`config.mk`:
```
export PLATFORM = sky130hd
export DESIGN_NAME = qte_fifo
export DESIGN_NICKNAME = d
export VERILOG_FILES = /design/src/sv/qte_pkg.sv /design/src/sv/qte_fifo.sv
export SDC_FILE = /design/constraint.sdc
export NUM_CORES = 1
export LEC_CHECK = 0
export ABC_AREA = 1
export BUFFER_PORTS_ARGS = -buffer_cell sky130_fd_sc_hd__buf_2
export CAP_MARGIN = 30
export CORE_MARGIN = 2
export CORE_UTILIZATION = 45
export CTS_BUF_LIST = sky130_fd_sc_hd__clkbuf_4 sky130_fd_sc_hd__clkbuf_8 sky130_fd_sc_hd__clkbuf_16
export DETAILED_ROUTE_END_ITERATION = 6
export PLACE_DENSITY = 0.68
export SETUP_SLACK_MARGIN = 0.5
export SYNTH_ARGS = -nofsm -noshare
export SYNTH_HDL_FRONTEND = slang
export SYNTH_SLANG_ARGS = --single-unit
```
`constraint.sdc`:
```
create_clock -name clock -period 4.43 [get_ports clock]
set_input_delay 0.886 -clock clock [delete_from_list [all_inputs] [get_ports clock]]
set_output_delay 0.886 -clock clock [all_outputs]
set_load 0.01 [all_outputs]
```
`src/sv/qte_pkg.sv`:
```
// ----------------------------------------------------------------------------
// qte_pkg
// Shared types, widths and the arctangent table for the quaternion to Euler
// angle pipeline.
// ----------------------------------------------------------------------------
package qte_pkg;

   localparam int CORDIC_STAGES = 16;
   localparam int COMP_W        = 16;
   localparam int PROD_W        = 2 * COMP_W;
   localparam int E_W           = 35;
   localparam int S_W           = 30;
   localparam int MAG_W         = S_W - 1;
   localparam int SQ_N          = 29;
   localparam int ROOT_W        = 2 * SQ_N - 1;
   localparam int CW            = E_W + 3;
   localparam int ACC_W         = 32;
   localparam int ANG_W         = 16;
   localparam int ATAN_LEN      = 24;
   localparam int FIFO_DEPTH    = 4;
   localparam int FIFO_AW       = $clog2(FIFO_DEPTH);

   localparam logic signed [E_W-1:0] ONE_POS = E_W'(1) <<< 28;
   localparam logic signed [E_W-1:0] ONE_NEG = -ONE_POS;
   localparam logic [ROOT_W-1:0] ROOT_ONE = ROOT_W'(1) << (2 * (SQ_N - 1));

   localparam logic [ACC_W-1:0] QUARTER_TURN = 32'h4000_0000;
   localparam logic [ACC_W-1:0] HALF_TURN    = 32'h8000_0000;
   localparam logic [ACC_W-1:0] THREE_Q_TURN = 32'hC000_0000;
   localparam logic [ACC_W-1:0] ROUND_HALF   = 32'h0000_8000;

   localparam logic [ACC_W-1:0] ATAN_TURN [ATAN_LEN] = '{
      32'h20000000, 32'h12E4051D, 32'h09FB385B, 32'h051111D4,
      32'h028B0D43, 32'h0145D7E1, 32'h00A2F61E, 32'h00517C55,
      32'h0028BE53, 32'h00145F2F, 32'h000A2F98, 32'h000517CC,
      32'h00028BE6, 32'h000145F3, 32'h0000A2F9, 32'h0000517C,
      32'h000028BE, 32'h0000145F, 32'h00000A2F, 32'h00000517,
      32'h0000028B, 32'h00000145, 32'h000000A2, 32'h00000051
   };

   typedef struct packed {
      logic signed [E_W-1:0] e0;
      logic signed [E_W-1:0] e3;
      logic signed [E_W-1:0] e7;
      logic signed [E_W-1:0] e8;
      logic signed [S_W-1:0] sin_arg;
      logic                  clamped;
   } qte_item_type;

   typedef struct packed {
      logic full;
      logic empty;
   } qte_fifo_stat_type;

endpackage

```
`src/sv/qte_fifo.sv`:
```
// ----------------------------------------------------------------------------
// qte_fifo
// Short work queue between the front and the back of the pipeline.
// ----------------------------------------------------------------------------
module qte_fifo (
   input  logic                       clock,
   input  logic                       reset,
   input  logic                       push,
   input  qte_pkg::qte_item_type      push_item,
   input  logic                       pop,
   output qte_pkg::qte_item_type      pop_item,
   output qte_pkg::qte_fifo_stat_type stat
);
   import qte_pkg::*;

   qte_item_type mem_ff [FIFO_DEPTH];
   logic [FIFO_AW-1:0] wr_ptr_ff, rd_ptr_ff;
   logic [FIFO_AW:0]   count_ff;

   assign stat.full  = (count_ff == (FIFO_AW+1)'(FIFO_DEPTH));
   assign stat.empty = (count_ff == '0);
   assign pop_item   = mem_ff[rd_ptr_ff];

   always_ff @(posedge clock) begin
      if (reset) begin
         wr_ptr_ff <= '0;
         rd_ptr_ff <= '0;
         count_ff  <= '0;
      end else begin
         if (push) wr_ptr_ff <= wr_ptr_ff + 1'b1;
         if (pop)  rd_ptr_ff <= rd_ptr_ff + 1'b1;
         if (push && !pop)      count_ff <= count_ff + 1'b1;
         else if (pop && !push) count_ff <= count_ff - 1'b1;
      end
   end

   always_ff @(posedge clock) begin
      if (push) mem_ff[wr_ptr_ff] <= push_item;
   end

endmodule

```
# Word-level counts from Yosys, hierarchy flattened
# Memories as Yosys holds them, arrays and structs flattened. A register that Yosys moved wholly into a read port is not among the register bits.
# Cells that the tools add are included.
# W data, S select, Z words.
word_totals:
  in_bits: 175
  output_inout_bits: 173
  n_memories: 1
  ramBits: 684
  register_bits: 7
  elab_cells: 21
op_classes:
  n_mux: 6
  reduce_logical: 6
  n_eq_ne: 1
  add_sub_neg: 4
mem_list:
  columns: ["memory", "words", "word_bits", "read_ports", "rd_clocked_by_memory_dff", "write_ports", "line", "source"]
  rows:
  - ["mem_ff", 4, 171, 1, 1, 1, "qte_fifo.sv:16", "qte_item_type mem_ff [FIFO_DEPTH];"]
op_table:
  columns: ["cell", "n"]
  rows:
  - ["$mux W3", 2]
  - ["$add A2 B1 Y2 const B", 2]
  - ["$mux W2", 2]
  - ["$add A3 B1 Y3 const B", 1]
  - ["$eq A3 B3 Y1 const B", 1]
  - ["$logic_not A3 Y1", 1]
  - ["$sub A3 B1 Y3 const B", 1]
  - ["$logic_and A1 B1 Y1", 2]
  - ["$logic_not A1 Y1", 2]
  - ["$mux W1", 2]
  - ["$reduce_bool A2 Y1", 1]

# Logic depth before layout (Yosys ltp)
depth:
  depth_word: 4
  depth_mapped: 10
  mapped_depth_nobuf: 10

# Least setup slack after synthesis
# Ideal clock, no wire load.
synth_path:
  path_type: "input to register"
  start: "in push"
  end: "mem mem_ff[2][0] (netlist bit), enable pin"
  path_buffers: 0
  t_required_ps: 3907
  path_slack_ps: -299
  t_arrival_ps: 4206
  setup_ps: 523
  stages: 2
  path_cell_list: "nand2_1 -> inv_1"
synth_via:
  elab_chain_len: 2
synth_rtl:
  columns: ["item", "line", "source"]
  rows:
  - ["start: declaration", "qte_fifo.sv:8", "input logic push,"]
  - ["$mux W1", "qte_fifo.sv:38", "if (push) mem_ff[wr_ptr_ff] <= push_item;"]
  - ["$mux W1 (implied by the code)", "qte_fifo.sv:38", null]
  - ["end: declaration", "qte_fifo.sv:16", null]
# No other way between the ends.

==> results.json <==
{
  "p_total_mw": 14.3,
  "antenna_left": 0,
  "synth.distinct_cells": 20,
  "timing.fmax_mhz": 269,
  "grt_pass1_vias": 15500,
  "setup_violations": 0,
  "cts_resized": 0,
  "dr.pass1.iters": 5,
  "r2r-start": "wr_ptr_ff[0]$_SDFFE_PP0P_",
  "grt_overflow": 0,
  "ys_seq_area_share_pct": 80.8,
  "path_cells": "buf_12 -> o21ai_0 -> o22ai_1 -> buf_2",
  "port_buffers": 347,
  "syn_to_final_growth_pct": 18.1,
  "tightest_slew_ns": 0.955,
  "totalWireLength_um": 57200,
  "finalHoldViolCount": 0,
  "final_area_sq_um": 30300,
  "grt_max_degree": 185,
  "drc": 0,
  "gp_congestion": 0.753,
  "fillers": 4608,
  "synth-seq-cells": 693,
  "die-area_sq_um": 58900,
  "grt_pass1_wl_um": 87400,
  "viasPerCell": 5.41,
  "required_ns": 3.54,
  "finalCritPeriodShare_pct": 83.9,
  "vias": 15500,
  "initial_core_util_pct": 45.5,
  "core_sq_um": 56400,
  "worstPathMaxFanout": 184,
  "hp-class": "register to register",
  "cts_tree": "yes",
  "hold_depth": 1,
  "grt_usage_pct": 19.2,
  "power_density_nw_per_um2": 472,
  "start_kind": "register",
  "std_cell_rows": 87,
  "critical_path_class": "register to output port",
  "die_w_um": 243,
  "synth_area_sq_um": 25600,
  "r2r_setup_slack_ns": 1.93,
  "wl_per_cell_um": 20.0,
  "dpl.hpwl_um": 32300,
  "min_from": "rd_ptr_ff[1]$_SDFFE_PP0P_",
  "crit_arrival_ns": 2.83,
  "multiInputGateArea_sq_um": 4270,
  "cts_htree_levels": 3,
  "crit_slowest_cell": "dfxtp_4",
  "drtIter0Drc": 992,
  "clk_latency_ns": 0.61,
  "die_y_um": 243,
  "cts_max_path_buffers": 3,
  "synth_area_per_cell_sq_um": 15.0,
  "netlist_instances": 1711,
  "antenna_found_initial": 18,
  "drv_slew": 0,
  "status": "finished clean",
  "rr_worst_depth": 6,
  "rsz0062_at_grt": "true",
  "clk_pin_slew_ns": 0.06,
  "final_nets": 2233,
  "max_slew_margin_pct": 36.3,
  "drv_cap": 0,
  "r2r-end": "mem_ff[2][137]$_DFFE_PP_",
  "final.setup_skew_ns": 0.0310,
  "p_leak_nw": 10.5,
  "ys_warn_count": 0,
  "drive_gt1_share_pct": 23.4,
  "period_needed_ns": 3.72,
  "cts_buffers": 71,
  "irDropWorstVdd_uv": 357,
  "cts_hold_buf": 0,
  "cts_setup_buffers": 0,
  "dpl_cell_area_sq_um": 28100,
  "synth_nets": 1892,
  "max_stage_delay_ns": 0.77,
  "root_buffer": "clkbuf_16",
  "crit_path_end_kind": "output port",
  "cts_sinks": 693,
  "regArea_sq_um": 20700,
  "ios": 348,
  "tns_ns": 0
}
## critical path: cells and delay by family (launching register included)
kind / cells / cell delay [ns]
flops: 1 / 0.77
compound gates: 2 / 0.48
buf+inv: 2 / 0.73
## through the flow
step,hold slack (ns),util (%),cells,setup slack [ns]
5_1_grt,0.423,53.7,2865,0.487
3_3_place_gp,0.418,49.8,2733,1.38
6_report,0.433,53.7,2867,0.713
3_5_place_dp,0.417,49.8,2734,1.31
4_1_cts,0.407,53.6,2857,0.637
2_1_floorplan,0.412,-,1711,0.532
## placed cells by master, fill, tap and decap left out
cell / instances
clkinvlp_4: 6
nand3_1: 1
a21oi_1: 3
o21ai_0: 347
clkbuf_4: 14
clkbuf_16: 72
buf_4: 25
buf_12: 6
inv_16: 1
o22ai_1: 171
inv_6: 4
edfxtp_1: 684
nand2_1: 9
nor2_1: 348
dfxtp_1: 7
bufinv_16: 1
nand4_1: 1
buf_16: 2
nor3_1: 2
xor2_1: 1
dfxtp_4: 2
ha_1: 5
diode_2: 9
inv_1: 11
clkinv_2: 9
fa_1: 1
clkinv_1: 20
inv_4: 1
buf_2: 347
clkinv_8: 1
## state kept, by name (all words and copies together), names as in the netlist, named ones only
register,flops
count_ff,3
mem_ff,684
rd_ptr_ff,2
wr_ptr_ff,2
## cell usage after synthesis
library cell | n | area share (%)
a21oi_1 | 3 | 0.059
buf_2 | 32 | 0.62
buf_4 | 3 | 0.088
buf_6 | 12 | 0.53
clkbuf_1 | 48 | 0.70
clkbuf_2 | 17 | 0.33
dfxtp_1 | 9 | 0.70
edfxtp_1 | 684 | 80
fa_1 | 1 | 0.078
ha_1 | 5 | 0.24
inv_1 | 15 | 0.22
inv_2 | 2 | 0.029
nand2_1 | 9 | 0.13
nand3_1 | 1 | 0.020
nand4_1 | 1 | 0.024
nor2_1 | 348 | 5.1
nor3_1 | 2 | 0.039
o21ai_0 | 347 | 6.8
o22ai_1 | 171 | 4.2
xor2_1 | 1 | 0.034
## logic make-up after synthesis
family | Yosys count | synth area share (%)
buffers and inverters | 129 | 2.52
AO/OA/AOI/OAI | 521 | 11.0
XOR/XNOR | 1 | 0.0342
AND/OR/NAND/NOR | 361 | 5.31
flip-flops | 693 | 80.8
adder cells (fa/ha/maj) | 6 | 0.322
## area by class of cell
type,count,area share (%)
tap,756,3.12
clock buffer,86,6.30
timing repair buffer,380,6.93
antenna,9,0.0744
inverter,17,0.322
sequential,693,68.4
clock inverter,37,0.715
multi-input combinational,889,14.1
## how the worst max path moves through the flow
| stage | slack (ns) | cells after the start | from | endpoint |
|---|---|---|---|---|
| floorplan | 0.53 | 2 | push | mem_ff[0][0]$_DFFE_PP_ |
| global placement | 1.38 | 5 | register | pop_item[80] |
| detailed placement | 1.31 | 5 | register | pop_item[80] |
| CTS | 0.64 | 5 | register | pop_item[80] |
| global route | 0.49 | 4 | register | pop_item[122] |
| finish | 0.71 | 4 | register | pop_item[80] |
## report_power, final
group,leakage [nW],switching [mW],internal (mW)
clock,1.06,2.33,3.12
sequential,6.36,0.0714,7.50
combinational,3.05,0.862,0.410
## routing by layer
metal / GRT usage [%] / part of all wire (%) / vias up / wire [um]
li1: - / - / 7185 / -
met1: 24.2 / 40 / 7739 / 23000
met2: 31.2 / 49 / 459 / 28000
met3: 5.94 / 8.2 / 114 / 4680
met4: 7.29 / 2.5 / 22 / 1430
met5: 0 / 0.26 / - / 146
No activity file was read; power rests on OpenSTA's default activity.
